**src/rtl/mbrtu_pkg.sv**
```systemverilog
`default_nettype none
// ============================================================================
// mbrtu_pkg
// Shared types, microprogram and CRC table for the Modbus RTU write framer.
// ============================================================================
package mbrtu_pkg;

    localparam int STEP_W = 4;

    localparam logic [7:0]  FUNC_WRITE_SINGLE   = 8'h06;
    localparam logic [7:0]  FUNC_WRITE_MULTIPLE = 8'h10;
    localparam logic [7:0]  MULTI_COUNT_HI      = 8'h00;
    localparam logic [7:0]  MULTI_COUNT_LO      = 8'h01;
    localparam logic [7:0]  MULTI_BYTE_COUNT    = 8'h02;
    localparam logic [15:0] CRC_INIT            = 16'hFFFF;
    localparam logic [15:0] CRC_POLY_REFLECTED  = 16'hA001;

    typedef struct packed {
        logic [7:0]  slave_address;
        logic [15:0] register_address;
        logic [15:0] register_value;
        logic        opcode;
        logic [7:0]  channel;
    } request_t;

    typedef struct packed {
        logic [7:0] frame_byte;
        logic [7:0] channel_tag;
        logic       last_byte;
    } result_t;

    typedef enum logic [3:0] {
        SRC_ADDR,
        SRC_FUNC,
        SRC_REG_HI,
        SRC_REG_LO,
        SRC_CNT_HI,
        SRC_CNT_LO,
        SRC_BCNT,
        SRC_VAL_HI,
        SRC_VAL_LO,
        SRC_CRC_LO,
        SRC_CRC_HI
    } byte_src_t;

    typedef enum logic {
        JMP_NONE,
        JMP_IF_SINGLE
    } jump_cond_t;

    typedef struct packed {
        byte_src_t         src;
        logic              crc_upd;
        logic              last;
        jump_cond_t        jump;
        logic [STEP_W-1:0] target;
        logic              fin;
    } ctrl_word_t;

    typedef struct packed {
        logic      load;
        logic      exec;
        byte_src_t src;
        logic      crc_upd;
        logic      last;
    } dp_ctl_t;

    localparam logic [STEP_W-1:0] STEP_VAL_HI = 4'd7;

    function automatic ctrl_word_t ucode(input logic [STEP_W-1:0] step);
        ctrl_word_t cw;
        cw = '{src: SRC_CRC_HI, crc_upd: 1'b0, last: 1'b1, jump: JMP_NONE,
               target: '0, fin: 1'b1};
        unique case (step)
            4'd0:  cw = '{SRC_ADDR,   1'b1, 1'b0, JMP_NONE,      '0,          1'b0};
            4'd1:  cw = '{SRC_FUNC,   1'b1, 1'b0, JMP_NONE,      '0,          1'b0};
            4'd2:  cw = '{SRC_REG_HI, 1'b1, 1'b0, JMP_NONE,      '0,          1'b0};
            4'd3:  cw = '{SRC_REG_LO, 1'b1, 1'b0, JMP_IF_SINGLE, STEP_VAL_HI, 1'b0};
            4'd4:  cw = '{SRC_CNT_HI, 1'b1, 1'b0, JMP_NONE,      '0,          1'b0};
            4'd5:  cw = '{SRC_CNT_LO, 1'b1, 1'b0, JMP_NONE,      '0,          1'b0};
            4'd6:  cw = '{SRC_BCNT,   1'b1, 1'b0, JMP_NONE,      '0,          1'b0};
            4'd7:  cw = '{SRC_VAL_HI, 1'b1, 1'b0, JMP_NONE,      '0,          1'b0};
            4'd8:  cw = '{SRC_VAL_LO, 1'b1, 1'b0, JMP_NONE,      '0,          1'b0};
            4'd9:  cw = '{SRC_CRC_LO, 1'b0, 1'b0, JMP_NONE,      '0,          1'b0};
            4'd10: cw = '{SRC_CRC_HI, 1'b0, 1'b1, JMP_NONE,      '0,          1'b1};
            default: cw = '{SRC_CRC_HI, 1'b0, 1'b1, JMP_NONE,    '0,          1'b1};
        endcase
        return cw;
    endfunction

    function automatic logic [15:0] crc_entry(input logic [7:0] idx);
        logic [15:0] c;
        c = {8'h00, idx};
        for (int b = 0; b < 8; b++) begin
            if (c[0])
            begin
                c = (c >> 1) ^ CRC_POLY_REFLECTED;
            end
            else
            begin
                c = c >> 1;
            end
        end
        return c;
    endfunction

endpackage
`default_nettype wire

```
**src/rtl/mbrtu_seq.sv**
```systemverilog
`default_nettype none
// ============================================================================
// mbrtu_seq
// Microcode sequencer: step counter, control store and conditional jump.
// ============================================================================
module mbrtu_seq
    import mbrtu_pkg::*;
(
    input  wire logic    clk,
    input  wire logic    rst_n,
    input  wire logic    start,
    input  wire logic    is_multi,
    output dp_ctl_t      ctl,
    output logic         busy
);

    logic [STEP_W-1:0] step_reg, step_next;
    logic              run_reg, run_next;
    ctrl_word_t        cw;
    logic              accept;

    assign accept = start && !run_reg;
    assign cw     = ucode(step_reg);
    assign busy   = run_reg;

    always_ff @(posedge clk or negedge rst_n)
    begin
        if (!rst_n)
        begin
            step_reg <= '0;
            run_reg  <= 1'b0;
        end
        else
        begin
            step_reg <= step_next;
            run_reg  <= run_next;
        end
    end

    always_comb
    begin
        step_next = step_reg;
        run_next  = run_reg;
        if (accept)
        begin
            step_next = '0;
            run_next  = 1'b1;
        end
        else if (run_reg)
        begin
            if (cw.fin)
            begin
                run_next = 1'b0;
            end
            else if (cw.jump == JMP_IF_SINGLE && !is_multi)
            begin
                step_next = cw.target;
            end
            else
            begin
                step_next = step_reg + 1'b1;
            end
        end
    end

    assign ctl.load    = accept;
    assign ctl.exec    = run_reg;
    assign ctl.src     = cw.src;
    assign ctl.crc_upd = cw.crc_upd;
    assign ctl.last    = cw.last;

endmodule
`default_nettype wire

```
**src/rtl/mbrtu_dp.sv**
```systemverilog
`default_nettype none
// ============================================================================
// mbrtu_dp
// Datapath: request register, byte selector, CRC-16 register, result register.
// ============================================================================
module mbrtu_dp
    import mbrtu_pkg::*;
(
    input  wire logic     clk,
    input  wire logic     rst_n,
    input  wire request_t request,
    input  wire dp_ctl_t  ctl,
    output logic          is_multi,
    output result_t       result,
    output logic          strobe
);

    request_t    req_reg;
    logic [15:0] crc_reg, crc_next;
    result_t     result_reg;
    logic        strobe_reg;
    logic [7:0]  sel_byte;

    assign is_multi = req_reg.opcode;

    always_comb
    begin
        unique case (ctl.src)
            SRC_ADDR:   sel_byte = req_reg.slave_address;
            SRC_FUNC:   sel_byte = req_reg.opcode ? FUNC_WRITE_MULTIPLE : FUNC_WRITE_SINGLE;
            SRC_REG_HI: sel_byte = req_reg.register_address[15:8];
            SRC_REG_LO: sel_byte = req_reg.register_address[7:0];
            SRC_CNT_HI: sel_byte = MULTI_COUNT_HI;
            SRC_CNT_LO: sel_byte = MULTI_COUNT_LO;
            SRC_BCNT:   sel_byte = MULTI_BYTE_COUNT;
            SRC_VAL_HI: sel_byte = req_reg.register_value[15:8];
            SRC_VAL_LO: sel_byte = req_reg.register_value[7:0];
            SRC_CRC_LO: sel_byte = crc_reg[7:0];
            SRC_CRC_HI: sel_byte = crc_reg[15:8];
            default:    sel_byte = crc_reg[15:8];
        endcase
    end

    always_comb
    begin
        crc_next = crc_reg;
        if (ctl.load)
        begin
            crc_next = CRC_INIT;
        end
        else if (ctl.exec && ctl.crc_upd)
        begin
            crc_next = {8'h00, crc_reg[15:8]} ^ crc_entry(crc_reg[7:0] ^ sel_byte);
        end
    end

    always_ff @(posedge clk)
    begin
        if (ctl.load)
        begin
            req_reg <= request;
        end
        crc_reg <= crc_next;
        if (ctl.exec)
        begin
            result_reg.frame_byte  <= sel_byte;
            result_reg.channel_tag <= req_reg.channel;
            result_reg.last_byte   <= ctl.last;
        end
    end

    always_ff @(posedge clk or negedge rst_n)
    begin
        if (!rst_n)
        begin
            strobe_reg <= 1'b0;
        end
        else
        begin
            strobe_reg <= ctl.exec;
        end
    end

    assign result = result_reg;
    assign strobe = strobe_reg;

endmodule
`default_nettype wire

```
**src/rtl/modbus_rtu_write_request_framer_core.sv**
```systemverilog
`default_nettype none
// ============================================================================
// modbus_rtu_write_request_framer_core
// Builds a Modbus RTU write-register request frame with CRC-16, byte by byte.
// ============================================================================
//  Channel   Signals                 Handshake
//  request   request, start, busy    word taken when start && !busy
//  result    result, strobe          word valid for the one cycle strobe is high
//
//  A request is loaded while idle, then one microcode step runs per cycle:
//  function 0x06 skips the count and byte-count steps; 0x10 runs them all.
//  A new request is taken only after the last step of the current frame.
//  Each byte appears the cycle after its step; a frame's bytes are contiguous.
//  Reset clears the sequencer and the strobe. The receiver cannot stall.
// ============================================================================
module modbus_rtu_write_request_framer_core
    import mbrtu_pkg::*;
(
    input  wire logic     clk,
    input  wire logic     rst_n,
    input  wire logic     start,
    input  wire request_t request,
    output logic          busy,
    output result_t       result,
    output logic          strobe
);

    dp_ctl_t ctl;
    logic    is_multi;

    mbrtu_seq u_seq (
        .clk      (clk),
        .rst_n    (rst_n),
        .start    (start),
        .is_multi (is_multi),
        .ctl      (ctl),
        .busy     (busy)
    );

    mbrtu_dp u_dp (
        .clk      (clk),
        .rst_n    (rst_n),
        .request  (request),
        .ctl      (ctl),
        .is_multi (is_multi),
        .result   (result),
        .strobe   (strobe)
    );

    a_strobe_follows_busy: assert property (@(posedge clk) disable iff (!rst_n)
        strobe |-> $past(busy))
        else $error("result word without a running step");

    a_frame_contiguous: assert property (@(posedge clk) disable iff (!rst_n)
        strobe && !result.last_byte |=> strobe)
        else $error("gap inside a frame");

    a_gap_after_last: assert property (@(posedge clk) disable iff (!rst_n)
        strobe && result.last_byte |=> !strobe)
        else $error("word right after the last byte");

    a_start_runs: assert property (@(posedge clk) disable iff (!rst_n)
        start && !busy |=> busy)
        else $error("request taken but sequencer idle");

endmodule
`default_nettype wire
```
**config.mk**
```make
export PLATFORM = sky130hd
export DESIGN_NAME = modbus_rtu_write_request_framer_core
export DESIGN_NICKNAME = d
export VERILOG_FILES = /design/src/rtl/mbrtu_pkg.sv /design/src/rtl/mbrtu_seq.sv /design/src/rtl/mbrtu_dp.sv /design/src/rtl/modbus_rtu_write_request_framer_core.sv
export SDC_FILE = /design/constraint.sdc
export NUM_CORES = 1
export LEC_CHECK = 0
export BUFFER_PORTS_ARGS = -buffer_cell sky130_fd_sc_hd__clkbuf_2
export CORE_MARGIN = 4
export CORE_UTILIZATION = 55
export CTS_BUF_LIST = sky130_fd_sc_hd__clkbuf_2
export DETAILED_ROUTE_END_ITERATION = 10
export PLACE_DENSITY = 0.79
export SLEW_MARGIN = 30
export SYNTH_ARGS = -nofsm -noshare
export SYNTH_HDL_FRONTEND = slang
export SYNTH_SLANG_ARGS = --single-unit
```
**constraint.sdc**
```tcl
create_clock -name clk -period 6.95 [get_ports clk]
set_input_delay 1.39 -clock clk [delete_from_list [all_inputs] [get_ports clk]]
set_output_delay 1.39 -clock clk [all_outputs]
set_load 0.1 [all_outputs]
```
Yosys cells after proc, flatten, opt, wreduce, memory -nomap -nowiden
Memories as Yosys holds them, arrays and structs flattened. Cells that the tools add are included. W data, S select, Z words.

Register bits after elaboration: 88. Memory bits (read-only): 176. Input bits: 52. Output and inout bits: 19. Word-level logic and storage cells: 75. Memories: 1.

Memories: (name not given) (depth 16, bits a word 11, rd ports 1, clocked after memory_dff 0, write ports 0, RTL line mbrtu_pkg.sv:74) `unique case (step)`.

Add/sub/neg operators: 1. Eq/ne operators: 10. Mux-type cells: 33. Bitwise gates (word level): 10. Reductions and logical operators: 8.

Operators with widths (number): $mux W16 (24); $pmux W8 S10 (1); $not A2 Y3 (7); $eq A4 B3 Y1 const B (4); $mux W4 (4); $xor A8 B16 Y16 (1); $eq A4 B2 Y1 const B (2); $eq A4 B4 Y1 const B (2); $xor A8 B8 Y8 (1); $mux W5 (1); $add A4 B1 Y4 const B (1); $eq A4 B1 Y1 const B (1); $logic_not A4 Y1 (1); $logic_and A1 B1 Y1 (3); $mux W1 (3); $not A1 Y3 (1); $logic_not A1 Y1 (2); $ne A2 B2 Y1 const B (1); $reduce_and A2 Y1 (1); $reduce_bool A2 Y1 (1).

Longest topological paths before layout
An unclocked memory read counts as a cell.

Word-level depth: 37. Depth in mapped cells: 13.

Hierarchy
Synthesis repeated with hierarchy kept, for this count alone.

Cell total of the unflattened synthesis: 292. Area total of the unflattened synthesis: 4065.1 sq um.

Modules (own cells, without submodules): mbrtu_dp (times used 1, cells each 252, area each 3706.1 sq um, sequential area each 2327.2 sq um); mbrtu_seq (times used 1, cells each 40, area each 359.1 sq um, sequential area each 125.1 sq um).

Worst setup path before layout
No wires, ideal clock.

Kind: input-to-reg. Start: input port start. End: register u_dp.req_reg, in the netlist u_dp.is_multi, enable pin. Setup time: 0.433 ns. Data arrival time: 3.262 ns. Required time: 6.517 ns. Setup slack: 3.255 ns. Stages on the path: 4. Cell sequence: nand2b_1 clkbuf_1 inv_1 clkbuf_1.

RTL lines: from (decl) (RTL line modbus_rtu_write_request_framer_core.sv:21) `input wire logic start,`; to (signal assigned) (RTL line mbrtu_dp.sv:61) `req_reg <= request;`; to (decl) (RTL line mbrtu_dp.sv:18) `request_t req_reg;`.

Worst setup path after layout
Start: register u_seq.step_reg[1]. End: register u_dp.crc_reg[0].

Longest elaborated chain between the ends: 30.

RTL lines: from (decl) (RTL line mbrtu_seq.sv:17) `logic [STEP_W-1:0] step_reg, step_next;`; from (signal assigned) (RTL line mbrtu_seq.sv:35) `step_reg <= step_next;`; $mem_v2 Z16 W11 (*); $eq A4 B4 Y1, or another cell as far along (RTL line mbrtu_dp.sv:28) `unique case (ctl.src)`; $pmux W8 S10 (*) (RTL line mbrtu_dp.sv:28); via u_dp.sel_byte[3] (RTL line mbrtu_dp.sv:22) `logic [7:0] sel_byte;`; $xor A8 B8 Y8 (*) (RTL line mbrtu_dp.sv:53) `crc_next = {8'h00, crc_reg[15:8]} ^ crc_entry(crc_reg[7:0] ^ sel_byte);`; $mux W16 (*) (RTL line mbrtu_pkg.sv:95) `if (c[0])`; $mux W16 (*) (RTL line mbrtu_dp.sv:51) `else if (ctl.exec && ctl.crc_upd)`; $mux W16 (*) (RTL line mbrtu_dp.sv:47) `if (ctl.load)`; [... 15 more ...]; $mux W16 (*) (RTL line mbrtu_dp.sv:47); $mux W16 (*) (RTL line mbrtu_pkg.sv:95); $mux W16 (*) (RTL line mbrtu_dp.sv:51); $mux W16 (*) (RTL line mbrtu_dp.sv:47); $mux W16 (*) (RTL line mbrtu_pkg.sv:95); $mux W16 (*) (RTL line mbrtu_dp.sv:51); $mux W16 (*) (RTL line mbrtu_dp.sv:47); $xor A8 B16 Y16 (*) (RTL line mbrtu_dp.sv:53); to (signal assigned) (RTL line mbrtu_dp.sv:63) `crc_reg <= crc_next;`; to (decl) (RTL line mbrtu_dp.sv:19) `logic [15:0] crc_reg, crc_next;`.

The timed path passes the listed nets; every way through them passes the cells marked *. The select of a mux whose other input is x is not followed. A chain may end at the register's enable or synchronous reset.

==> impl_metrics.csv <==
group,metric,value,unit
route,first_iter_violations,121,
critical_path,crit_fanout,27,
clock_tree,clockBufferDepth,2,
cells_and_area,drive_gt1_share,32.4,%
placed_design,place_congestion,0.850,
route,vias,2264,
clock_tree,cts_tree,"yes",
route,route.detailed.drc,0,
floorplan,start_util,57.6,%
global_routing,grt_pass1_wl,11.3,mm
floorplan,rows,29,
cells_and_area,layout_common_cells,"79 x clkbuf_2, 66 x edfxtp_1, 16 x nand2_1, 16 x dfxtp_1, 15 x a21oi_1",
global_routing,overflow,0,
global_routing,grt_pass1_vias,2275,
synthesis,synth-main-ff-cell,"edfxtp_1",
synthesis,syn_inst,256,
critical_path,crit_type,"reg2reg",
synthesis,synth_fp_nets,312,
floorplan,dieWidth,90.2,µm
critical_path,crit_required,7400,ps
sta,rsz0062_at_grt,"no",
cells_and_area,utilization,65.8,%
synthesis,synth-seq-cells,88,
clock_tree,cts_buffers,9,
sta,finalCritPeriodShare,55.0,%
global_routing,grt_max_degree,62,
cells_and_area,diodes,0,
sta,worstMarginPinSlew,915,ps
clock_tree,path_clk_slew,230,ps
critical_path,end_kind,"flop",
route,wl_per_cell,16.4,µm
placed_design,hpwl,4.69,mm
cells_and_area,largest_register_ffs,48,
sta,maxSlewViolCount,0,
status,status,"complete, no violations",
sta,setup_viol,0,
synthesis,synth.distinct_cells,59,
clock_tree,hold_buffers,0,
sta,finalCriticalPeriod,3820,ps
clock_tree,post_cts_resized,0,
floorplan,coreArea,6460,µm²
clock_tree,ctsRootBufferMaster,"clkbuf_2",
synthesis,netlist_area,3720,µm²
synthesis,ys_seq_area_share,65.9,%
floorplan,ios,71,
global_routing,antenna_found_initial,0,
sta,slew_headroom,39.0,%
clock_tree,clk_latency,510,ps
sta,fmaxAchievable,0.262,GHz
sta,hold_viol,0,
synthesis,synth_edf_count,66,
clock_tree,htree_num_levels,3,
placed_design,numPortBuffers,70,
clock_tree,cts_sinks,88,
route,post_drt_via_cell_ratio,5.56,
sta,setup_tns,0,ps
cells_and_area,nets,381,
synthesis,ys_warn_count,0,
global_routing,grtUsageTotal,17.6,%
floorplan,die-area,8140,µm²
synthesis,synthArstFlopShare,6.82,%
floorplan,die_h,90.2,µm
clock_tree,post_cts_buffers,0,
route,wl,6.67,mm
cells_and_area,final_common_cell,"clkbuf_2",
job,cap_viol_max_count,0,
synthesis,syn_avg_cell_area,14.5,µm²
critical_path,crit_arrival,4270,ps
hold_path,hold_path_class,"reg2reg",
critical_path,start_kind,"flop",
cells_and_area,area_delta_synth_final,14.3,%
route,dr.pass1.iters,4,
sta,finalClockSkew,35.9,ps
route,ant_nets,0,
==> cells by family (layout without fill, tap and decap cells) <==
| logic type | after synthesis | in the layout | share of synthesized area [%] |
|---|---|---|---|
| flip-flops | 88 | 88 | 65.9 |
| AND/OR/NAND/NOR | 55 | 55 | 8.27 |
| AO/OA/AOI/OAI | 53 | 53 | 10.3 |
| XOR/XNOR | 22 | 22 | 6.69 |
| buffers and inverters | 20 | 94 | 3.13 |
| multiplexers | 14 | 14 | 4.31 |
| adder cells (fa/ha/maj) | 4 | 4 | 1.35 |
==> stage by stage <==
step | setup slack, ps | cells | hold WS, ps | instance area (µm²)
global route | 2770 | 407 | 463 | 4250
finish | 3130 | 407 | 449 | 4250
floorplan | 3250 | 256 | 400 | 3720
global placement | 3380 | 391 | 401 | 4090
CTS | 3100 | 407 | 450 | 4250
detailed placement | 3150 | 391 | 405 | 4090
==> cells in the mapped netlist (all sizes together), types with 6 or more instances <==
master	count	area [µm²]
nor2	8	32.5
buf	8	70.1
a21oi	16	83.8
edfxtp	66	1980
xnor2	13	129
mux2	6	67.6
nor3	12	60.1
mux2i	7	70.1
xor2	6	52.6
a22oi	6	50.1
dfxtp	16	320
o21ai	9	48.8
dfrtp	6	150
nand2	16	60.1
clkbuf	6	23.8
==> per-layer routing <==
metal	wire length, µm	vias to the layer above	GRT usage [%]	share of wire (%)
li1	-	1105	-	-
met1	3020	1069	24.5	45
met2	3190	80	26.5	48
met3	384	10	4.59	5.8
met4	82	0	7.14	1.2
met5	0	-	0	0
==> path summary, 6_finish.rpt <==
path | startpoint | end | slack, ps | cells past startpoint
worst min register to register | u_dp.req_reg[3] | u_dp.result[4] | 450 | 0
worst min-delay path | u_dp.req_reg[3] | u_dp.result[4] | 450 | 0
max in group asynchronous | rst_n | u_seq.step_reg[3] | 6110 | 1
worst max register to register | u_seq.step_reg[1] | u_dp.crc_reg[0] | 3130 | 10
min in group asynchronous | rst_n | u_seq.step_reg[2] | 660 | 1
worst max-delay path | u_seq.step_reg[1] | u_dp.crc_reg[0] | 3130 | 10
==> critical path, cell delays in order, from the launching register on <==
cell and delay [ps]:
dfrtp_1 1000, inv_2 190, ha_1 400, nor4b_4 400, a22oi_2 130, a31oi_1 310
xnor2_1 230, xnor2_1 170, xnor2_1 320, xnor3_1 460, a21oi_1 160
==> final cells by class <==
class / instances / area, µm²
flip-flops and latches: 88 / 2450
fillers: 478 / 2210
multi-input cells: 148 / 1150
repair buffers: 72 / 365
clock inverters: 7 / 118
well taps: 77 / 96.3
clock buffers: 9 / 45.0
inverters: 6 / 25.0
Power is not shown: default switching activity piles up to over one toggle a cycle in this logic, so the estimate is an artifact.
